File: config.mk
export PLATFORM = sky130hd
export DESIGN_NAME = link_reconnect_backoff_supervisor
export DESIGN_NICKNAME = d
export VERILOG_FILES = /design/src/rtl/lrbs_pkg.sv /design/src/rtl/link_reconnect_backoff_supervisor.sv
export SDC_FILE = /design/constraint.sdc
export NUM_CORES = 1
export LEC_CHECK = 0
export BUFFER_PORTS_ARGS = -buffer_cell sky130_fd_sc_hd__buf_2
export CORE_ASPECT_RATIO = 1.1
export CORE_MARGIN = 10
export CORE_UTILIZATION = 50
export CTS_BUF_LIST = sky130_fd_sc_hd__clkbuf_8
export DETAILED_ROUTE_END_ITERATION = 8
export HOLD_SLACK_MARGIN = 0.06
export PLACE_DENSITY = 0.68
export RECOVER_POWER = 100
export SETUP_SLACK_MARGIN = 0.1
export SYNTH_ARGS = -nofsm -noshare
export SYNTH_HDL_FRONTEND = slang
export SYNTH_SLANG_ARGS = --single-unit
File: constraint.sdc
create_clock -name clk_i -period 7.05 [get_ports clk_i]
set_input_delay 2.115 -clock clk_i [delete_from_list [all_inputs] [get_ports clk_i]]
set_output_delay 2.115 -clock clk_i [all_outputs]
set_load 0.05 [all_outputs]
File: src/rtl/lrbs_pkg.sv
// Package for the link reconnect backoff supervisor.
// Holds the transaction structs, mode and action codes and backoff constants.
// No dependencies.
`default_nettype none

package lrbs_pkg;

  localparam int unsigned CfgW   = 20;
  localparam int unsigned TimeW  = 32;
  localparam int unsigned StreakW = 16;
  localparam int unsigned ModeW  = 3;
  localparam int unsigned ActW   = 3;
  localparam int unsigned AddrW  = 4;
  localparam int unsigned DataW  = 32;

  localparam logic [ModeW-1:0] MODE_DISC       = 3'd0;
  localparam logic [ModeW-1:0] MODE_CONNECTING = 3'd1;
  localparam logic [ModeW-1:0] MODE_STREAMING  = 3'd2;
  localparam logic [ModeW-1:0] MODE_AUTHFAIL   = 3'd3;
  localparam logic [ModeW-1:0] MODE_UNCLAIMED  = 3'd4;
  localparam logic [ModeW-1:0] MODE_BACKOFF    = 3'd5;

  localparam logic [ActW-1:0] ACT_TICK         = 3'd0;
  localparam logic [ActW-1:0] ACT_START        = 3'd1;
  localparam logic [ActW-1:0] ACT_CONNECTED    = 3'd2;
  localparam logic [ActW-1:0] ACT_DISCONNECTED = 3'd3;
  localparam logic [ActW-1:0] ACT_PONG         = 3'd4;
  localparam logic [ActW-1:0] ACT_PING_RX      = 3'd5;
  localparam logic [ActW-1:0] ACT_ERROR        = 3'd6;
  localparam logic [ActW-1:0] ACT_FRAME        = 3'd7;

  localparam logic [1:0] REG_PING_INTERVAL = 2'd0;
  localparam logic [1:0] REG_HB_TIMEOUT    = 2'd1;
  localparam logic [1:0] REG_BACKOFF_BASE  = 2'd2;
  localparam logic [1:0] REG_BACKOFF_CAP   = 2'd3;

  localparam logic [CfgW-1:0] PING_INTERVAL_RST = 20'd15000;
  localparam logic [CfgW-1:0] HB_TIMEOUT_RST    = 20'd60000;
  localparam logic [CfgW-1:0] BACKOFF_BASE_RST  = 20'd1000;
  localparam logic [CfgW-1:0] BACKOFF_CAP_RST   = 20'd30000;

  localparam logic [CfgW-1:0] FAST_BASE_MS = 20'd500;
  localparam logic [CfgW-1:0] FAST_STEP_MS = 20'd500;
  localparam logic [CfgW-1:0] FAST_MAX_MS  = 20'd5000;
  localparam logic [StreakW-1:0] STREAK_MAX = 16'hFFFF;

  typedef struct packed {
    logic [ActW-1:0]  action;
    logic [TimeW-1:0] now_ms;
    logic             reason_unauthorized;
    logic             reason_forbidden;
  } lrbs_in_t;

  typedef struct packed {
    logic [ModeW-1:0]   link_mode;
    logic               cmd_connect;
    logic               cmd_ping;
    logic               cmd_disconnect;
    logic               frame_allowed;
    logic [CfgW-1:0]    delay_ms;
    logic [StreakW-1:0] fail_streak;
  } lrbs_out_t;

endpackage

`default_nettype wire

File: src/rtl/link_reconnect_backoff_supervisor.sv
// Top level of the link reconnect backoff supervisor.
// Uses lrbs_pkg for transaction structs, codes and constants.
`default_nettype none

// Each transaction is a timestamped link event or a tick and yields one result
// transaction with the link mode, connect/ping/disconnect commands, the frame
// grant, the reconnect delay and the connect failure streak. A transaction is
// registered at the input, evaluated against the supervisor state and written
// to the output register: throughput one transaction per cycle while the output
// is not stalled by out_ready_i. The four timing registers sit on the APB port
// at byte addresses 0, 4, 8, 12 and are to be written by the user only while
// the block is idle; the block itself does not enforce this.
module link_reconnect_backoff_supervisor
  import lrbs_pkg::*;
(
  input  wire logic             clk_i,
  input  wire logic             rst_ni,
  input  wire logic             psel,
  input  wire logic             penable,
  input  wire logic             pwrite,
  input  wire logic [AddrW-1:0] paddr,
  input  wire logic [DataW-1:0] pwdata,
  output logic      [DataW-1:0] prdata,
  output logic                  pready,
  input  wire logic             in_valid_i,
  output logic                  in_ready_o,
  input  wire lrbs_in_t         in_data_i,
  output logic                  out_valid_o,
  input  wire logic             out_ready_i,
  output lrbs_out_t             out_data_o
);

  logic [CfgW-1:0] ping_int_q, hb_to_q, bo_base_q, bo_cap_q;
  logic            cfg_we;
  logic [1:0]      cfg_idx;

  assign pready  = 1'b1;
  assign cfg_we  = psel && penable && pwrite;
  assign cfg_idx = paddr[3:2];

  always_ff @(posedge clk_i or negedge rst_ni) begin
    if (!rst_ni) begin
      ping_int_q <= PING_INTERVAL_RST;
      hb_to_q    <= HB_TIMEOUT_RST;
      bo_base_q  <= BACKOFF_BASE_RST;
      bo_cap_q   <= BACKOFF_CAP_RST;
    end else if (cfg_we) begin
      case (cfg_idx)
        REG_PING_INTERVAL: ping_int_q <= pwdata[CfgW-1:0];
        REG_HB_TIMEOUT:    hb_to_q    <= pwdata[CfgW-1:0];
        REG_BACKOFF_BASE:  bo_base_q  <= pwdata[CfgW-1:0];
        REG_BACKOFF_CAP:   bo_cap_q   <= pwdata[CfgW-1:0];
        default: ;
      endcase
    end
  end

  always_comb begin
    case (cfg_idx)
      REG_PING_INTERVAL: prdata = {{(DataW-CfgW){1'b0}}, ping_int_q};
      REG_HB_TIMEOUT:    prdata = {{(DataW-CfgW){1'b0}}, hb_to_q};
      REG_BACKOFF_BASE:  prdata = {{(DataW-CfgW){1'b0}}, bo_base_q};
      REG_BACKOFF_CAP:   prdata = {{(DataW-CfgW){1'b0}}, bo_cap_q};
      default:           prdata = '0;
    endcase
  end

  logic      s1_valid_q, out_valid_q;
  lrbs_in_t  s1_q;
  lrbs_out_t out_q;
  logic      advance, fire;

  assign advance     = !out_valid_q || out_ready_i;
  assign fire        = s1_valid_q && advance;
  assign in_ready_o  = !s1_valid_q || advance;
  assign out_valid_o = out_valid_q;
  assign out_data_o  = out_q;

  logic [ModeW-1:0]   mode_q, mode_d;
  logic [CfgW-1:0]    delay_q, delay_d;
  logic [StreakW-1:0] streak_q, streak_d;
  logic [TimeW-1:0]   rdl_q, rdl_d, pdl_q, pdl_d, last_q, last_d;

  logic            c_conn, c_ping, c_disc, f_ok;
  logic            do_sched, sched_fast;
  logic [CfgW-1:0] fast_delay, slow_delay, fast_sum, new_delay;
  logic [CfgW:0]   dbl;
  logic [TimeW-1:0] idle_ms;

  always_comb begin
    fast_sum = delay_q + FAST_STEP_MS;
    if (delay_q == '0 || delay_q > FAST_MAX_MS) begin
      fast_delay = FAST_BASE_MS;
    end else if (fast_sum < FAST_MAX_MS) begin
      fast_delay = fast_sum;
    end else begin
      fast_delay = FAST_MAX_MS;
    end
    dbl = {delay_q, 1'b0};
    if (delay_q == '0) begin
      slow_delay = bo_base_q;
    end else if (dbl < {1'b0, bo_cap_q}) begin
      slow_delay = dbl[CfgW-1:0];
    end else begin
      slow_delay = bo_cap_q;
    end
  end

  assign idle_ms = s1_q.now_ms - last_q;

  always_comb begin
    mode_d     = mode_q;
    delay_d    = delay_q;
    streak_d   = streak_q;
    rdl_d      = rdl_q;
    pdl_d      = pdl_q;
    last_d     = last_q;
    c_conn     = 1'b0;
    c_ping     = 1'b0;
    c_disc     = 1'b0;
    f_ok       = 1'b0;
    do_sched   = 1'b0;
    sched_fast = 1'b0;
    case (s1_q.action)
      ACT_TICK: begin
        if (mode_q == MODE_BACKOFF || mode_q == MODE_DISC) begin
          if (s1_q.now_ms >= rdl_q) begin
            mode_d = MODE_CONNECTING;
            c_conn = 1'b1;
          end
        end else if (mode_q == MODE_STREAMING) begin
          if (s1_q.now_ms >= pdl_q) begin
            c_ping = 1'b1;
            pdl_d  = s1_q.now_ms + {{(TimeW-CfgW){1'b0}}, ping_int_q};
          end
          if (last_q != '0 && idle_ms > {{(TimeW-CfgW){1'b0}}, hb_to_q}) begin
            c_disc = 1'b1;
          end
        end
      end
      ACT_START: begin
        delay_d  = '0;
        streak_d = '0;
        mode_d   = MODE_CONNECTING;
        c_conn   = 1'b1;
      end
      ACT_CONNECTED: begin
        mode_d   = MODE_STREAMING;
        delay_d  = '0;
        streak_d = '0;
        last_d   = s1_q.now_ms;
        pdl_d    = s1_q.now_ms + {{(TimeW-CfgW){1'b0}}, ping_int_q};
      end
      ACT_DISCONNECTED: begin
        if (s1_q.reason_unauthorized) begin
          mode_d = MODE_AUTHFAIL;
        end else if (s1_q.reason_forbidden) begin
          do_sched = 1'b1;
        end else if (mode_q != MODE_BACKOFF && mode_q != MODE_AUTHFAIL) begin
          do_sched   = 1'b1;
          sched_fast = (mode_q == MODE_CONNECTING);
        end
      end
      ACT_PONG, ACT_PING_RX: begin
        last_d = s1_q.now_ms;
      end
      ACT_ERROR: begin
        if (mode_q != MODE_AUTHFAIL) begin
          do_sched   = 1'b1;
          sched_fast = (mode_q == MODE_CONNECTING);
        end
      end
      ACT_FRAME: begin
        if (mode_q == MODE_STREAMING) begin
          last_d = s1_q.now_ms;
          f_ok   = 1'b1;
        end
      end
      default: ;
    endcase
    new_delay = sched_fast ? fast_delay : slow_delay;
    if (do_sched) begin
      mode_d  = MODE_BACKOFF;
      delay_d = new_delay;
      if (sched_fast) begin
        streak_d = (streak_q == STREAK_MAX) ? streak_q : streak_q + 1'b1;
      end else begin
        streak_d = '0;
      end
      rdl_d = s1_q.now_ms + {{(TimeW-CfgW){1'b0}}, new_delay};
    end
  end

  always_ff @(posedge clk_i or negedge rst_ni) begin
    if (!rst_ni) begin
      s1_valid_q  <= 1'b0;
      out_valid_q <= 1'b0;
      mode_q      <= MODE_DISC;
      delay_q     <= '0;
      streak_q    <= '0;
      rdl_q       <= '0;
      pdl_q       <= '0;
      last_q      <= '0;
    end else begin
      if (in_ready_o) begin
        s1_valid_q <= in_valid_i;
      end
      if (advance) begin
        out_valid_q <= s1_valid_q;
      end
      if (fire) begin
        mode_q   <= mode_d;
        delay_q  <= delay_d;
        streak_q <= streak_d;
        rdl_q    <= rdl_d;
        pdl_q    <= pdl_d;
        last_q   <= last_d;
      end
    end
  end

  always_ff @(posedge clk_i) begin
    if (in_ready_o && in_valid_i) begin
      s1_q <= in_data_i;
    end
    if (fire) begin
      out_q.link_mode      <= mode_d;
      out_q.cmd_connect    <= c_conn;
      out_q.cmd_ping       <= c_ping;
      out_q.cmd_disconnect <= c_disc;
      out_q.frame_allowed  <= f_ok;
      out_q.delay_ms       <= delay_d;
      out_q.fail_streak    <= streak_d;
    end
  end

  a_connect_mode: assert property (@(posedge clk_i) disable iff (!rst_ni)
    out_valid_q && out_q.cmd_connect |-> out_q.link_mode == MODE_CONNECTING)
    else $error("connect command outside connecting mode");

  a_stream_cmds: assert property (@(posedge clk_i) disable iff (!rst_ni)
    out_valid_q && (out_q.cmd_ping || out_q.cmd_disconnect || out_q.frame_allowed)
    |-> out_q.link_mode == MODE_STREAMING)
    else $error("streaming command outside streaming mode");

  a_mode_legal: assert property (@(posedge clk_i) disable iff (!rst_ni)
    mode_q <= MODE_BACKOFF)
    else $error("mode register holds an unused code");

  a_start_clears: assert property (@(posedge clk_i) disable iff (!rst_ni)
    fire && s1_q.action == ACT_START |=> delay_q == '0 && streak_q == '0)
    else $error("start did not clear delay and streak");

  a_sched_deadline: assert property (@(posedge clk_i) disable iff (!rst_ni)
    fire && do_sched |=> mode_q == MODE_BACKOFF
      && rdl_q == $past(s1_q.now_ms) + {{(TimeW-CfgW){1'b0}}, delay_q})
    else $error("reconnect deadline does not follow the new delay");

endmodule

`default_nettype wire

Word-level counts from Yosys, hierarchy flattened

Cells that the tools add are included.

$add $sub $neg: 5
Order comparisons: 6
Equal/unequal tests: 20
Multiplexer cells: 39
Bitwise operators: 2
Reductions and logical operators: 29

Operator list:

| operator                                                               | number |
|---|---|
| 20-bit two-way mux                                                     | 7 |
| 32-bit two-way mux                                                     | 4 |
| 32-bit one-hot mux with 2 select lines                                 | 2 |
| 32-bit one-hot mux with 4 select lines                                 | 1 |
| 32-bit by 20-bit adder with 32-bit output                              | 2 |
| 32-bit >= comparator                                                   | 2 |
| 16-bit two-way mux                                                     | 4 |
| 32-bit by 20-bit > comparator with 1-bit output                        | 1 |
| 32-bit nonzero test                                                    | 1 |
| 32-bit subtractor                                                      | 1 |
| 21-bit by 20-bit < comparator with 1-bit output                        | 1 |
| 20-bit by 9-bit adder with 20-bit output, second input constant        | 1 |
| 20-bit by 13-bit > comparator with 1-bit output, second input constant | 1 |
| 20-bit zero test                                                       | 1 |
| 20-bit by 13-bit < comparator with 1-bit output, second input constant | 1 |
| 16-bit by 1-bit adder with 16-bit output, second input constant        | 1 |
| 16-bit equality test, second input constant                            | 1 |
| 3-bit equality test, second input constant                             | 5 |
| 1-bit two-way mux                                                      | 13 |
| 3-bit two-way mux                                                      | 4 |
| 3-bit one-hot mux with 4 select lines                                  | 1 |
| 2-bit AND reduction                                                    | 5 |
| 3-bit by 2-bit equality test with 1-bit output, second input constant  | 3 |
| 2-bit inequality test, second input constant                           | 4 |
| other kinds (17)                                                       | 34 |

Register bits: 297
Input bits: 80
Output and inout bits: 78

Logic depth before layout (Yosys ltp)

Gate-level depths: netlist of the first run.

Depth in word-level cells: 8
Mapped depth: 25

Least setup slack after synthesis of the first run

No wires, ideal clock.

Path type: in2out
Start point: input paddr[2]
End point: output prdata[0]
Data arrival time: 3.364 ns
Slack: 1.571 ns
Stages on the path: 2
Buffers on the path: 1
Cells stage by stage: buf_1 -> mux4_2

Longest elaborated chain between the ends: 2
Elaborated cells between the ends (all ways): 5
Classes of those cells: eq/ne (3); mux (1); reduce/logical (1)

RTL lines:

| what                                        | RTL line                                | text |
|---|---|---|
| start: declaration                          | link_reconnect_backoff_supervisor.sv:21 | `input wire logic [AddrW-1:0] paddr,` |
| 2-bit equality test (tied with other cells) | link_reconnect_backoff_supervisor.sv:59 | `case (cfg_idx)` |
| 32-bit one-hot mux with 4 select lines (*)  | link_reconnect_backoff_supervisor.sv:59 |  |
| end: declaration                            | link_reconnect_backoff_supervisor.sv:23 | `output logic [DataW-1:0] prdata,` |

Mark *: on every way between the ends. The rest lies on a longest branch, timed or not. The select of a mux whose other input is x is not followed.

Worst setup path after layout of the first run

Start point: register delay_q[3]
End point: register rdl_q[27]

Longest elaborated chain between the ends: 6
Elaborated cells between the ends (all ways): 12
Classes of those cells: add/sub (2); order compare (3); mux (5); reduce/logical (2)

RTL lines:

| what                                            | RTL line                                 | text |
|---|---|---|
| start: declaration                              | link_reconnect_backoff_supervisor.sv:80  | `logic [CfgW-1:0] delay_q, delay_d;` |
| start signal: assignment                        | link_reconnect_backoff_supervisor.sv:213 | `delay_q <= delay_d;` |
| 20-bit by 9-bit adder with 20-bit output        | link_reconnect_backoff_supervisor.sv:91  | `fast_sum = delay_q + FAST_STEP_MS;` |
| 20-bit by 13-bit < comparator with 1-bit output | link_reconnect_backoff_supervisor.sv:94  | `end else if (fast_sum < FAST_MAX_MS) begin` |
| 20-bit two-way mux                              | link_reconnect_backoff_supervisor.sv:94  |  |
| 20-bit two-way mux                              | link_reconnect_backoff_supervisor.sv:92  | `if (delay_q == '0 \|\| delay_q > FAST_MAX_MS) begin` |
| 20-bit two-way mux (*)                          | link_reconnect_backoff_supervisor.sv:181 | `new_delay = sched_fast ? fast_delay : slow_delay;` |
| 32-bit by 20-bit adder with 32-bit output (*)   | link_reconnect_backoff_supervisor.sv:190 | `rdl_d = s1_q.now_ms + {{(TimeW-CfgW){1'b0}}, new_delay};` |
| end signal: assignment                          | link_reconnect_backoff_supervisor.sv:215 | `rdl_q <= rdl_d;` |
| end: declaration                                | link_reconnect_backoff_supervisor.sv:82  | `logic [TimeW-1:0] rdl_q, rdl_d, pdl_q, pdl_d, last_q, last_d;` |

Mark *: on every way between the ends. The rest lies on a longest branch, timed or not.
A chain may end at the register's enable or synchronous reset.

==> impl_metrics.py, run 1 <==
metrics = {
    "sta": {
        "period_minus_slack_ns": 6.285,
        "rsz0062_at_grt": "no",
        "finalSetupTns_ns": 0,
        "fmax_ghz": 0.1591,
        "skew_ns": 0.02062,
        "worst_slew_margin_rel": -1.058,
        "max_slew.worst_pin.slew_ns": 3.087,
        "hold_viol_final": 0,
        "setup_viol": 0,
        "period_share": 0.8915,
        "slew_violations": 229,
    },
    "clock_network": {
        "cts_resized": 0,
        "clock_sinks": 297,
        "cts_buffers": 52,
        "path_clk_slew_ns": 0.07,
        "ctsHoldBuffers": 0,
        "tritoncts": "built",
        "clkLatencyLatePin_ns": 0.65,
        "root_buffer": "clkbuf_8",
        "post_cts_buffers": 0,
        "h-tree-depth": 2,
        "cts_buffer_depth": 3,
    },
    "yosys": {
        "synth_top_family_by_area": "compound AO/OA/AOI/OAI gates",
        "synth_compound_area_frac": 0.1753,
        "synthAdderAreaFrac": 0.1164,
        "synth_mux_area_frac": 0.09360,
        "ys_ff_latch": 297,
        "yosys.area_share.xor_xnor": 0.03699,
        "synth-edff-count": 80,
        "syn_inst": 2000,
        "yosysUniqueCellTypes": 85,
        "synth_ff_type": "dfrtp_1",
        "synth_simple_gate_area_frac": 0.1207,
        "synthArstFlopShare": 0.7306,
        "avgSynthCellArea_um2": 9.825,
        "ys_warn_count": 0,
        "synthesis.area_mm2": 0.01965,
        "yosysSeqAreaShare": 0.4003,
    },
    "worst_setup_path": {
        "crit_buf_inv": 0,
        "worst-r2r-setup-slack_ns": 0.76,
        "critPathCaptureType": "flip-flop",
        "critPathTopFamily": "compound AO/OA/AOI/OAI gates",
        "crit_type": "flip-flop to flip-flop",
        "cp_slowest_cell": "or4_1",
        "start_kind": "flip-flop",
        "arrival_ns": 6.81,
        "cpPeakStageDelay_ns": 0.55,
        "cp_max_fo": 12,
        "cp_cell_sequence": "ha_1 -> nor4_4 -> a211oi_1 -> and3_1 -> or3_1 -> a221oi_4 -> o21ai_0 -> nor2b_4 -> a22o_1 -> ha_1 -> a21o_1 -> a21o_1 -> a2111o_1 -> nand3b_1 -> a31oi_1 -> o21ai_0 -> a31oi_1 -> or4_1 -> o221ai_1 -> a21oi_1",
        "required_ns": 7.57,
    },
    "power": {
        "fin_total_pwr_mw": 9.503,
        "powerDensity_mw_per_mm2": 438.8,
        "vdd_drop_max_mv": 0.2031,
        "p_leak_nw": 10.04,
    },
    "placement": {
        "portBuffers": 130,
        "post_dp_cell_area_mm2": 0.02073,
        "place.gp.congestion": 0.9523,
        "dp_hpwl_mm": 39.56,
    },
    "floorplan": {
        "die_area_mm2": 0.04764,
        "die_y_um": 227.9,
        "row_count": 76,
        "initial_utilization": 0.5040,
        "core_area_mm2": 0.03899,
        "die_x_um": 209.0,
        "io_pins": 158,
    },
    "drt": {
        "drt_iter0_markers": 943,
        "ant_nets": 0,
        "top_layer_used": "met5",
        "drc": 0,
        "wl_per_cell_um": 19.67,
        "num_vias": 15520,
        "routedLengthMet1_mm": 22.51,
        "wl_met2_mm": 25.44,
        "drtPass1Iterations": 5,
        "wl_mm": 52.52,
        "viasPerCell": 5.811,
        "wl_met3_mm": 2.899,
    },
    "final_layout": {
        "final_nets": 2378,
        "post-route-util": 0.5555,
        "syn_to_final_growth_pct": 10.22,
        "n_fill_cell": 3564,
        "drive_gt1_frac": 0.1430,
        "fin_area_mm2": 0.02166,
    },
    "global_route": {
        "grt_pass1_wl_mm": 83.88,
        "grt_pass1_vias": 15590,
        "grt_max_degree": 167,
        "antenna_found_initial": 6,
        "grt.overflow.total": 0,
        "grt_usage": 0.2160,
    },
    "min_path": {
        "hp-class": "flip-flop to flip-flop",
    },
    "run": {
        "timing.max_cap.violations": 7,
    },
    "run_status": {
        "status": "finished with violations",
        "violations": "max-capacitance violations, max-slew violations",
    },
}
-- final cells by class --
class,instances,area (µm²),area share
multi-input cells,1438,10710,0.4945
flip-flops and latches,297,7866,0.3632
clock buffers,65,894.6,0.04131
inverters,181,679.4,0.03137
repair buffers,147,673.1,0.03108
well taps,507,634.4,0.02929
clock inverters,33,195.2,0.009012
diodes,2,5.005,0.0002311
-- cells in the final DEF (no fill, tap or decap), types with 9 or more instances in the layout --
master,instances
nor2_1,77
clkbuf_1,76
a21oi_1,108
nor3_1,27
o22ai_1,10
dfrtp_1,190
a31oi_1,23
xnor2_1,46
o31ai_1,15
nand4_1,29
nand2_1,187
a21o_1,58
buf_2,63
conb_1,13
dfstp_2,27
mux4_2,20
mux2_2,86
clkbuf_8,65
o211ai_1,15
o21ai_0,163
and2_1,19
edfxtp_1,80
a22o_1,30
a211oi_1,18
nor2b_1,16
nor4_1,9
inv_1,200
and3_1,20
mux2i_1,42
nand2b_1,20
ha_1,178
xor2_1,37
o21a_1,12
or2_2,9
nand3_1,33
-- worst paths after layout --
check | cells after the start | startpoint | end
worst max-delay path | 20 | delay_q[3] | rdl_q[27]
worst min-delay path | 2 | rdl_q[24] | rdl_q[24]
worst max register to register | 20 | delay_q[3] | rdl_q[27]
worst min register to register | 2 | rdl_q[24] | rdl_q[24]
max in group asynchronous | 2 | rst_ni | last_q[31]
min in group asynchronous | 1 | rst_ni | rdl_q[3]
-- cells in the mapped netlist (30+ instances only) --
cell	instances	area [µm²]
ha_1	178	2227
nor2_1	78	292.8
edfxtp_1	80	2402
mux2_2	86	968.4
dfrtp_1	190	4755
a22o_1	30	262.8
xnor2_1	46	402.9
a21oi_1	108	540.5
o21ai_0	157	785.8
mux2i_1	42	420.4
clkbuf_1	67	251.5
a21o_1	58	435.4
nand3_1	33	165.2
nand2_1	187	701.9
inv_1	181	679.4
xor2_1	37	324.1
-- state kept, by name, indices dropped and copies added, names as in the netlist --
register / count
streak_q: 16
bo_base_q: 20
rdl_q: 32
pdl_q: 32
s1_valid_q: 1
bo_cap_q: 20
ping_int_q: 20
last_q: 32
delay_q: 20
s1_q: 37
hb_to_q: 20
mode_q: 3
out_data_o: 43
out_valid_o: 1
-- layer usage --
metal	track usage	vias up
met5	0	-
met4	0.08504	8
met3	0.03703	99
met2	0.3604	395
met1	0.2730	7542
li1	-	7471
-- metrics by stage --
stage               worst slack [ns]  hold slack, ns  std cells
CTS                            1.128          0.4846       2668
floorplan                      1.571          0.4485       2011
global placement               1.220          0.4638       2570
global route                  0.4832          0.5057       2670
detailed placement             1.142          0.4716       2570
finish                        0.7649          0.4813       2670
-- worst min-delay path, stage by stage, from the launching register on --
cell and delay (ns):
dfrtp_1 0.34, nand2_1 0.05, o21ai_0 0.06
-- power by group --
group          switching [mW]  internal [mW]  total (mW)
logic                    3.08           2.09        5.17
clock network           0.764          0.905        1.67
registers               0.414           2.25        2.67
total                    4.26           5.25        9.50
-- kinds of logic (layout without fill, tap and decap cells) --
| logic type | after synthesis | after routing |
|---|---|---|
| AO/OA/AOI/OAI | 530 | 530 |
| other | 2 | 15 |
| XOR/XNOR | 83 | 83 |
| multiplexers | 148 | 148 |
| AND/OR/NAND/NOR | 483 | 483 |
| flip-flops | 297 | 297 |
| buffers and inverters | 276 | 426 |
| adder cells (fa/ha/maj) | 181 | 181 |
Note: power is estimated with default switching activity, not from simulation.
==> inputs of run 2 (changes only) <==
--- a/config.mk
+++ b/config.mk
@@ -11,10 +11,12 @@
 export CORE_UTILIZATION = 50
 export CTS_BUF_LIST = sky130_fd_sc_hd__clkbuf_8
 export DETAILED_ROUTE_END_ITERATION = 8
+export GPL_TIMING_DRIVEN = 0
 export HOLD_SLACK_MARGIN = 0.06
 export PLACE_DENSITY = 0.68
 export RECOVER_POWER = 100
 export SETUP_SLACK_MARGIN = 0.1
+export SLEW_MARGIN = 20
 export SYNTH_ARGS = -nofsm -noshare
 export SYNTH_HDL_FRONTEND = slang
 export SYNTH_SLANG_ARGS = --single-unit
==> constraint.sdc (replaced) <==
create_clock -name clk_i -period 6.9 [get_ports clk_i]
set_input_delay 2.07 -clock clk_i [delete_from_list [all_inputs] [get_ports clk_i]]
set_output_delay 2.07 -clock clk_i [all_outputs]
set_load 0.05 [all_outputs]
==> run 2 against run 1 <==
Net effect: the run still ends with max-capacitance violations, max-slew violations left; register-to-register slack worse by 0.37 ns; maximum frequency down 3.4%; clock skew down 0.0016 ns; flip-flop and latch count unchanged; sequential share of layout area down 0.79 points; critical path type unchanged; largest cell class unchanged.
==> impl_metrics.py, run 2 (synthesis gave the netlist of run 1 again) <==
metrics = {
    "run_status": {
        "status": "finished with violations",
        "violations": "max-capacitance violations, max-slew violations",
    },
    "floorplan": {
        "row_count": 76,
        "io_pins": 158,
        "initial_utilization": 0.5040,
        "die_x_um": 209.0,
        "die_area_mm2": 0.04764,
        "core_area_mm2": 0.03899,
        "die_y_um": 227.9,
    },
    "power": {
        "p_sw_mw": 4.464,
        "vdd_drop_max_mv": 0.2124,
        "internal-power_mw": 5.527,
        "powerDensity_mw_per_mm2": 451.3,
        "p_leak_nw": 10.25,
        "p_seq_frac": 0.265,
        "clkPwrFrac": 0.185,
        "comb_power_share": 0.550,
        "swShare": 0.4468,
    },
    "worst_setup_path": {
        "worst-r2r-setup-slack_ns": 0.40,
        "rr_startpoint": "bo_cap_q[10]",
        "reg2regPathDepth": 18,
        "start_kind": "flip-flop",
        "required_ns": 7.42,
        "path_depth": 18,
        "arrival_ns": 7.02,
        "endpoint": "rdl_q[25]",
        "cpPeakStageDelay_ns": 1.05,
        "cp_cell_sequence": "inv_1 -> ha_1 -> a21o_1 -> a21o_1 -> a21oi_1 -> a2111oi_0 -> a21oi_2 -> o311ai_0 -> a31oi_1 -> ha_1 -> a21o_1 -> a21oi_1 -> a31oi_1 -> o21ai_0 -> a31oi_1 -> or4_1 -> o221ai_1 -> a21oi_1",
        "critPathCaptureType": "flip-flop",
        "critPathTopFamily": "compound AO/OA/AOI/OAI gates",
        "crit_type": "flip-flop to flip-flop",
        "cp_max_fo": 10,
        "rr_endpoint": "rdl_q[25]",
        "crit_buf_inv": 1,
        "cp_slowest_cell": "a2111oi_0",
        "crit_start": "bo_cap_q[10]",
    },
    "clock_network": {
        "h-tree-depth": 2,
        "cts_resized": 0,
        "clkLatencyLatePin_ns": 0.64,
        "root_buffer": "clkbuf_8",
        "path_clk_slew_ns": 0.06,
        "post_cts_buffers": 0,
        "ctsHoldBuffers": 0,
        "tritoncts": "built",
        "cts_buffers": 53,
        "clock_sinks": 297,
        "cts_buffer_depth": 3,
    },
    "global_route": {
        "grt_pass1_vias": 16240,
        "use_met1": 0.2898,
        "top_usage_layer": "met2",
        "met2_usage": 0.3872,
        "grt_util_met3": 0.04004,
        "grt.overflow.total": 0,
        "grt_max_degree": 90,
        "grt_pass1_wl_mm": 89.13,
        "grt_usage": 0.2334,
        "antenna_found_initial": 4,
    },
    "sta": {
        "max_slew.worst_pin.slew_ns": 3.880,
        "skew_ns": 0.01902,
        "setup_viol": 0,
        "whs_ns": 0.4755,
        "fmax_ghz": 0.1538,
        "period_share": 0.9425,
        "worst_slew_margin_rel": -1.587,
        "rsz0062_at_grt": "no",
        "hold_viol_final": 0,
        "period_minus_slack_ns": 6.503,
        "slew_violations": 166,
        "finalSetupTns_ns": 0,
    },
    "drt": {
        "num_vias": 16130,
        "wl_mm": 56.93,
        "viasPerCell": 5.857,
        "ant_nets": 0,
        "drc": 0,
        "drtPass1Iterations": 6,
        "wl_per_cell_um": 20.68,
        "drt_iter0_markers": 937,
    },
    "run": {
        "timing.max_cap.violations": 5,
    },
    "final_layout": {
        "final_cells": 2753,
        "drive_gt1_frac": 0.1444,
        "syn_to_final_growth_pct": 12.66,
        "final_nets": 2460,
        "layout_commonest_cell": "inv_1",
        "largest_reg_flops": 43,
        "layout_common_cells": "199 x inv_1, 190 x dfrtp_1, 187 x nand2_1",
    },
    "min_path": {
        "hp-class": "flip-flop to flip-flop",
    },
    "placement": {
        "placedCellCount": 2651,
        "dp_hpwl_mm": 44.30,
        "place.gp.congestion": 0.9582,
        "portBuffers": 130,
    },
}
run 2: cell count changes in the layout (fill, tap and decap cells not counted), sizes merged:
cell	delta
diode	+1
clkinvlp	-1
inv	-1
buf	+16
clkbuf	+64
bufinv	+4
run 2: through the flow:
| stage | utilization | worst slack (ns) | area (µm²) | power, mW |
|---|---|---|---|---|
| CTS | 0.5710 | 0.7003 | 22260 | 9.997 |
| floorplan | - | 1.511 | 19690 | 6.726 |
| global placement | 0.5380 | -0.2270 | 20980 | 7.967 |
| global route | 0.5678 | 0.1680 | 22140 | 10.74 |
| detailed placement | 0.5405 | 0.7329 | 21070 | 8.097 |
| finish | 0.5678 | 0.3966 | 22140 | 9.991 |
run 2: power by group through the flow:
stage	Clock, mW	Sequential [mW]	Combinational, mW
3_3_place_gp	0	2.65	5.32
3_5_place_dp	0	2.66	5.44
6_report	1.85	2.65	5.49
4_1_cts	1.89	2.63	5.48
2_1_floorplan	0	2.66	4.06
5_1_grt	1.96	2.69	6.09
run 2: worst min-delay path by stage:
| stage | cells after the start | to | slack (ns) | startpoint |
|---|---|---|---|---|
| after floorplan | 2 | rdl_q[19] | 0.45 | rdl_q[19] |
| after global placement | 2 | rdl_q[28] | 0.46 | rdl_q[28] |
| after detailed placement | 2 | rdl_q[9] | 0.47 | rdl_q[9] |
| after CTS | 2 | rdl_q[20] | 0.48 | rdl_q[20] |
| after global routing | 2 | rdl_q[28] | 0.51 | rdl_q[28] |
| final | 2 | rdl_q[28] | 0.48 | rdl_q[28] |
run 2: final cells by class:
type                       count  area [µm²]
timing repair buffer         133       625.6
antenna                        3       7.507
multi-input combinational   1438       10710
clock inverter                35       307.8
tap                          507       634.4
sequential                   297        7866
buffer                        95       425.4
clock buffer                  64       880.8
fill                        3497       16850
inverter                     181       679.4
run 2: worst reg2reg max path: stages (launching register included):
cell	delay, ns
dfstp_1	0.55
inv_1	0.10
ha_1	0.31
a21o_1	0.11
a21o_1	0.10
a21oi_1	0.10
a2111oi_0	1.05
a21oi_2	0.38
o311ai_0	0.90
a31oi_1	0.18
ha_1	0.41
a21o_1	0.22
a21oi_1	0.31
a31oi_1	0.20
o21ai_0	0.41
a31oi_1	0.18
or4_1	0.57
o221ai_1	0.22
a21oi_1	0.07
run 2: metal layers:
| metal | vias to the layer above | part of all wire |
|---|---|---|
| li1 | 7655 | - |
| met1 | 7836 | 0.43 |
| met2 | 494 | 0.48 |
| met3 | 136 | 0.054 |
| met4 | 4 | 0.045 |
| met5 | - | 0.00037 |
==> inputs of run 3 (changes only) <==
--- a/config.mk
+++ b/config.mk
@@ -7,13 +7,12 @@
 export LEC_CHECK = 0
 export BUFFER_PORTS_ARGS = -buffer_cell sky130_fd_sc_hd__buf_2
 export CORE_ASPECT_RATIO = 1.1
-export CORE_MARGIN = 10
-export CORE_UTILIZATION = 50
+export CORE_MARGIN = 2
+export CORE_UTILIZATION = 45
 export CTS_BUF_LIST = sky130_fd_sc_hd__clkbuf_8
 export DETAILED_ROUTE_END_ITERATION = 8
 export GPL_TIMING_DRIVEN = 0
 export HOLD_SLACK_MARGIN = 0.06
-export PLACE_DENSITY = 0.68
 export RECOVER_POWER = 100
 export SETUP_SLACK_MARGIN = 0.1
 export SLEW_MARGIN = 20
==> constraint.sdc (replaced) <==
create_clock -name clk_i -period 6.24 [get_ports clk_i]
set_input_delay 1.872 -clock clk_i [delete_from_list [all_inputs] [get_ports clk_i]]
set_output_delay 1.872 -clock clk_i [all_outputs]
set_load 0.05 [all_outputs]
==> run 3 against run 2 <==
Net effect: final cell count grew 2.4%; clock-buffer cell count grew 9; highest routed layer unchanged; clock skew grew 0.014 ns; non-clock buffer count increased by 1; global-route usage grew 2.3 points; final area grew 0.40%; the flow still finishes with violations (max-capacitance violations, max-slew violations); register-to-register slack worse by 0.05 ns; utilization down 5.4 points; power up 11%.
==> impl_metrics.py, run 3 (synthesis gave the netlist of run 1 again) <==
metrics = {
    "power": {
        "powerDensity_mw_per_mm2": 497.7,
        "clkPwrFrac": 0.177,
        "vdd_drop_max_mv": 0.2569,
        "internal-power_mw": 6.042,
        "p_leak_nw": 10.26,
        "p_sw_mw": 5.020,
        "p_seq_frac": 0.265,
        "swShare": 0.4538,
        "comb_power_share": 0.557,
    },
    "sta": {
        "period_minus_slack_ns": 6.061,
        "skew_ns": 0.03344,
        "rsz0062_at_grt": "no",
        "period_share": 0.9713,
        "setup_viol": 0,
        "max_slew.worst_pin.slew_ns": 3.857,
        "worst_slew_margin_rel": -1.572,
        "finalSetupTns_ns": 0,
        "fmax_ghz": 0.1650,
        "hold_viol_final": 0,
        "slew_violations": 158,
        "whs_ns": 0.4790,
    },
    "clock_network": {
        "clkLatencyLatePin_ns": 0.67,
        "ctsHoldBuffers": 0,
        "tritoncts": "built",
        "cts_buffers": 53,
        "root_buffer": "clkbuf_8",
        "clock_sinks": 297,
        "h-tree-depth": 2,
        "cts_buffer_depth": 3,
        "path_clk_slew_ns": 0.06,
    },
    "run": {
        "timing.max_cap.violations": 4,
    },
    "final_layout": {
        "final_nets": 2461,
        "multi_input_area_mm2": 0.01074,
        "syn_to_final_growth_pct": 13.12,
        "layout_common_cells": "197 x inv_1, 190 x dfrtp_1, 187 x nand2_1",
        "n_fill_cell": 4094,
        "final_cells": 2820,
        "drive_gt1_frac": 0.1492,
        "layout_commonest_cell": "inv_1",
        "regArea_mm2": 0.007866,
        "fin_area_mm2": 0.02223,
        "largest_reg_flops": 43,
    },
    "drt": {
        "drc": 0,
        "drt_iter0_markers": 805,
        "viasPerCell": 5.661,
        "ant_nets": 0,
        "wl_mm": 57.46,
        "num_vias": 15960,
        "wl_per_cell_um": 20.37,
        "drtPass1Iterations": 5,
    },
    "global_route": {
        "grt_pass1_wl_mm": 89.96,
        "grt.overflow.total": 0,
        "grt_pass1_vias": 16170,
        "grt_max_degree": 95,
        "antenna_found_initial": 2,
        "grt_usage": 0.2565,
    },
    "placement": {
        "placedCellCount": 2718,
        "portBuffers": 130,
        "place.gp.congestion": 0.9215,
        "dp_hpwl_mm": 44.32,
        "post_dp_cell_area_mm2": 0.02116,
    },
    "floorplan": {
        "io_pins": 158,
        "die_x_um": 203.2,
        "row_count": 80,
        "initial_utilization": 0.4544,
        "die_y_um": 223.2,
        "core_area_mm2": 0.04324,
        "die_area_mm2": 0.04536,
    },
    "run_status": {
        "violations": "max-capacitance violations, max-slew violations",
        "status": "finished with violations",
    },
    "worst_setup_path": {
        "crit_type": "input pin to primary output",
        "worst-r2r-setup-slack_ns": 0.35,
        "arrival_ns": 4.19,
        "rr_endpoint": "rdl_q[27]",
        "rr_startpoint": "bo_cap_q[10]",
        "reg2regPathDepth": 19,
        "cp_max_fo": 10,
        "required_ns": 4.37,
        "start_kind": "input pin",
        "critPathCaptureType": "primary output",
    },
    "min_path": {
        "min_to": "rdl_q[19]",
        "hp-class": "flip-flop to flip-flop",
        "hold_path_depth": 2,
        "min_from": "rdl_q[19]",
    },
}
-- run 3: cell types whose count changed in the layout (fill, tap and decap cells not counted), moves of 3 or more --
cell,change
clkbuf_1,-4
clkbuf_8,+9
bufinv_16,-5
clkbuf_2,+3
-- run 3: layout make-up --
class                   count  share of cell area
inverters                 181             0.03057
multi-input cells        1438              0.4833
clock inverters            27            0.006699
diodes                      1           0.0001126
clock buffers              73             0.04520
repair buffers            134             0.02871
well taps                 574             0.03231
plain buffers              95             0.01925
flip-flops and latches    297              0.3539
-- run 3: layer usage --
metal / GRT usage / vias to the layer above / share of wire
met5: 0 / - / 0.00019
met1: 0.3336 / 7761 / 0.43
met4: 0.1102 / 2 / 0.040
li1: - / 7637 / -
met2: 0.4320 / 448 / 0.48
met3: 0.02965 / 116 / 0.050
-- run 3: worst max path at each step --
stage                      start         end  slack [ns]
floorplan           bo_cap_q[10]   rdl_q[27]        1.19
global placement          rst_ni  last_q[27]       -0.77
detailed placement  bo_cap_q[10]   rdl_q[27]        0.08
CTS                 bo_cap_q[10]   rdl_q[27]        0.12
global route        bo_cap_q[10]   rdl_q[28]        0.07
finish                  paddr[3]  prdata[18]        0.18
-- run 3: what timing repair did --
item                       in CTS  in global routing
pin swaps                       0                  2
setup endpoints to repair       6                 12
gates resized for setup         2                  6
setup buffers                   0                  1
-- run 3: stage by stage --
step / setup WS (ns) / util / power [mW]
floorplan: 1.190 / - / 7.438
global placement: -0.7688 / 0.4870 / 8.840
detailed placement: 0.08449 / 0.4892 / 8.991
CTS: 0.1159 / 0.5162 / 11.03
global route: 0.07199 / 0.5140 / 11.91
finish: 0.1788 / 0.5140 / 11.06
-- run 3: power groups by stage --
stage | registers, mW | clock network [mW] | logic (mW)
4_1_cts | 2.92 | 2.02 | 6.10
3_5_place_dp | 2.95 | 0 | 6.04
2_1_floorplan | 2.95 | 0 | 4.49
5_1_grt | 2.99 | 2.09 | 6.82
3_3_place_gp | 2.94 | 0 | 5.90
6_report | 2.93 | 1.96 | 6.17
-- run 3: critical path, stage by stage --
cell and delay [ns]:
clkbuf_1 0.20, clkbuf_1 0.58, clkbuf_1 0.63, mux4_2 0.41
clkbuf_1 0.49
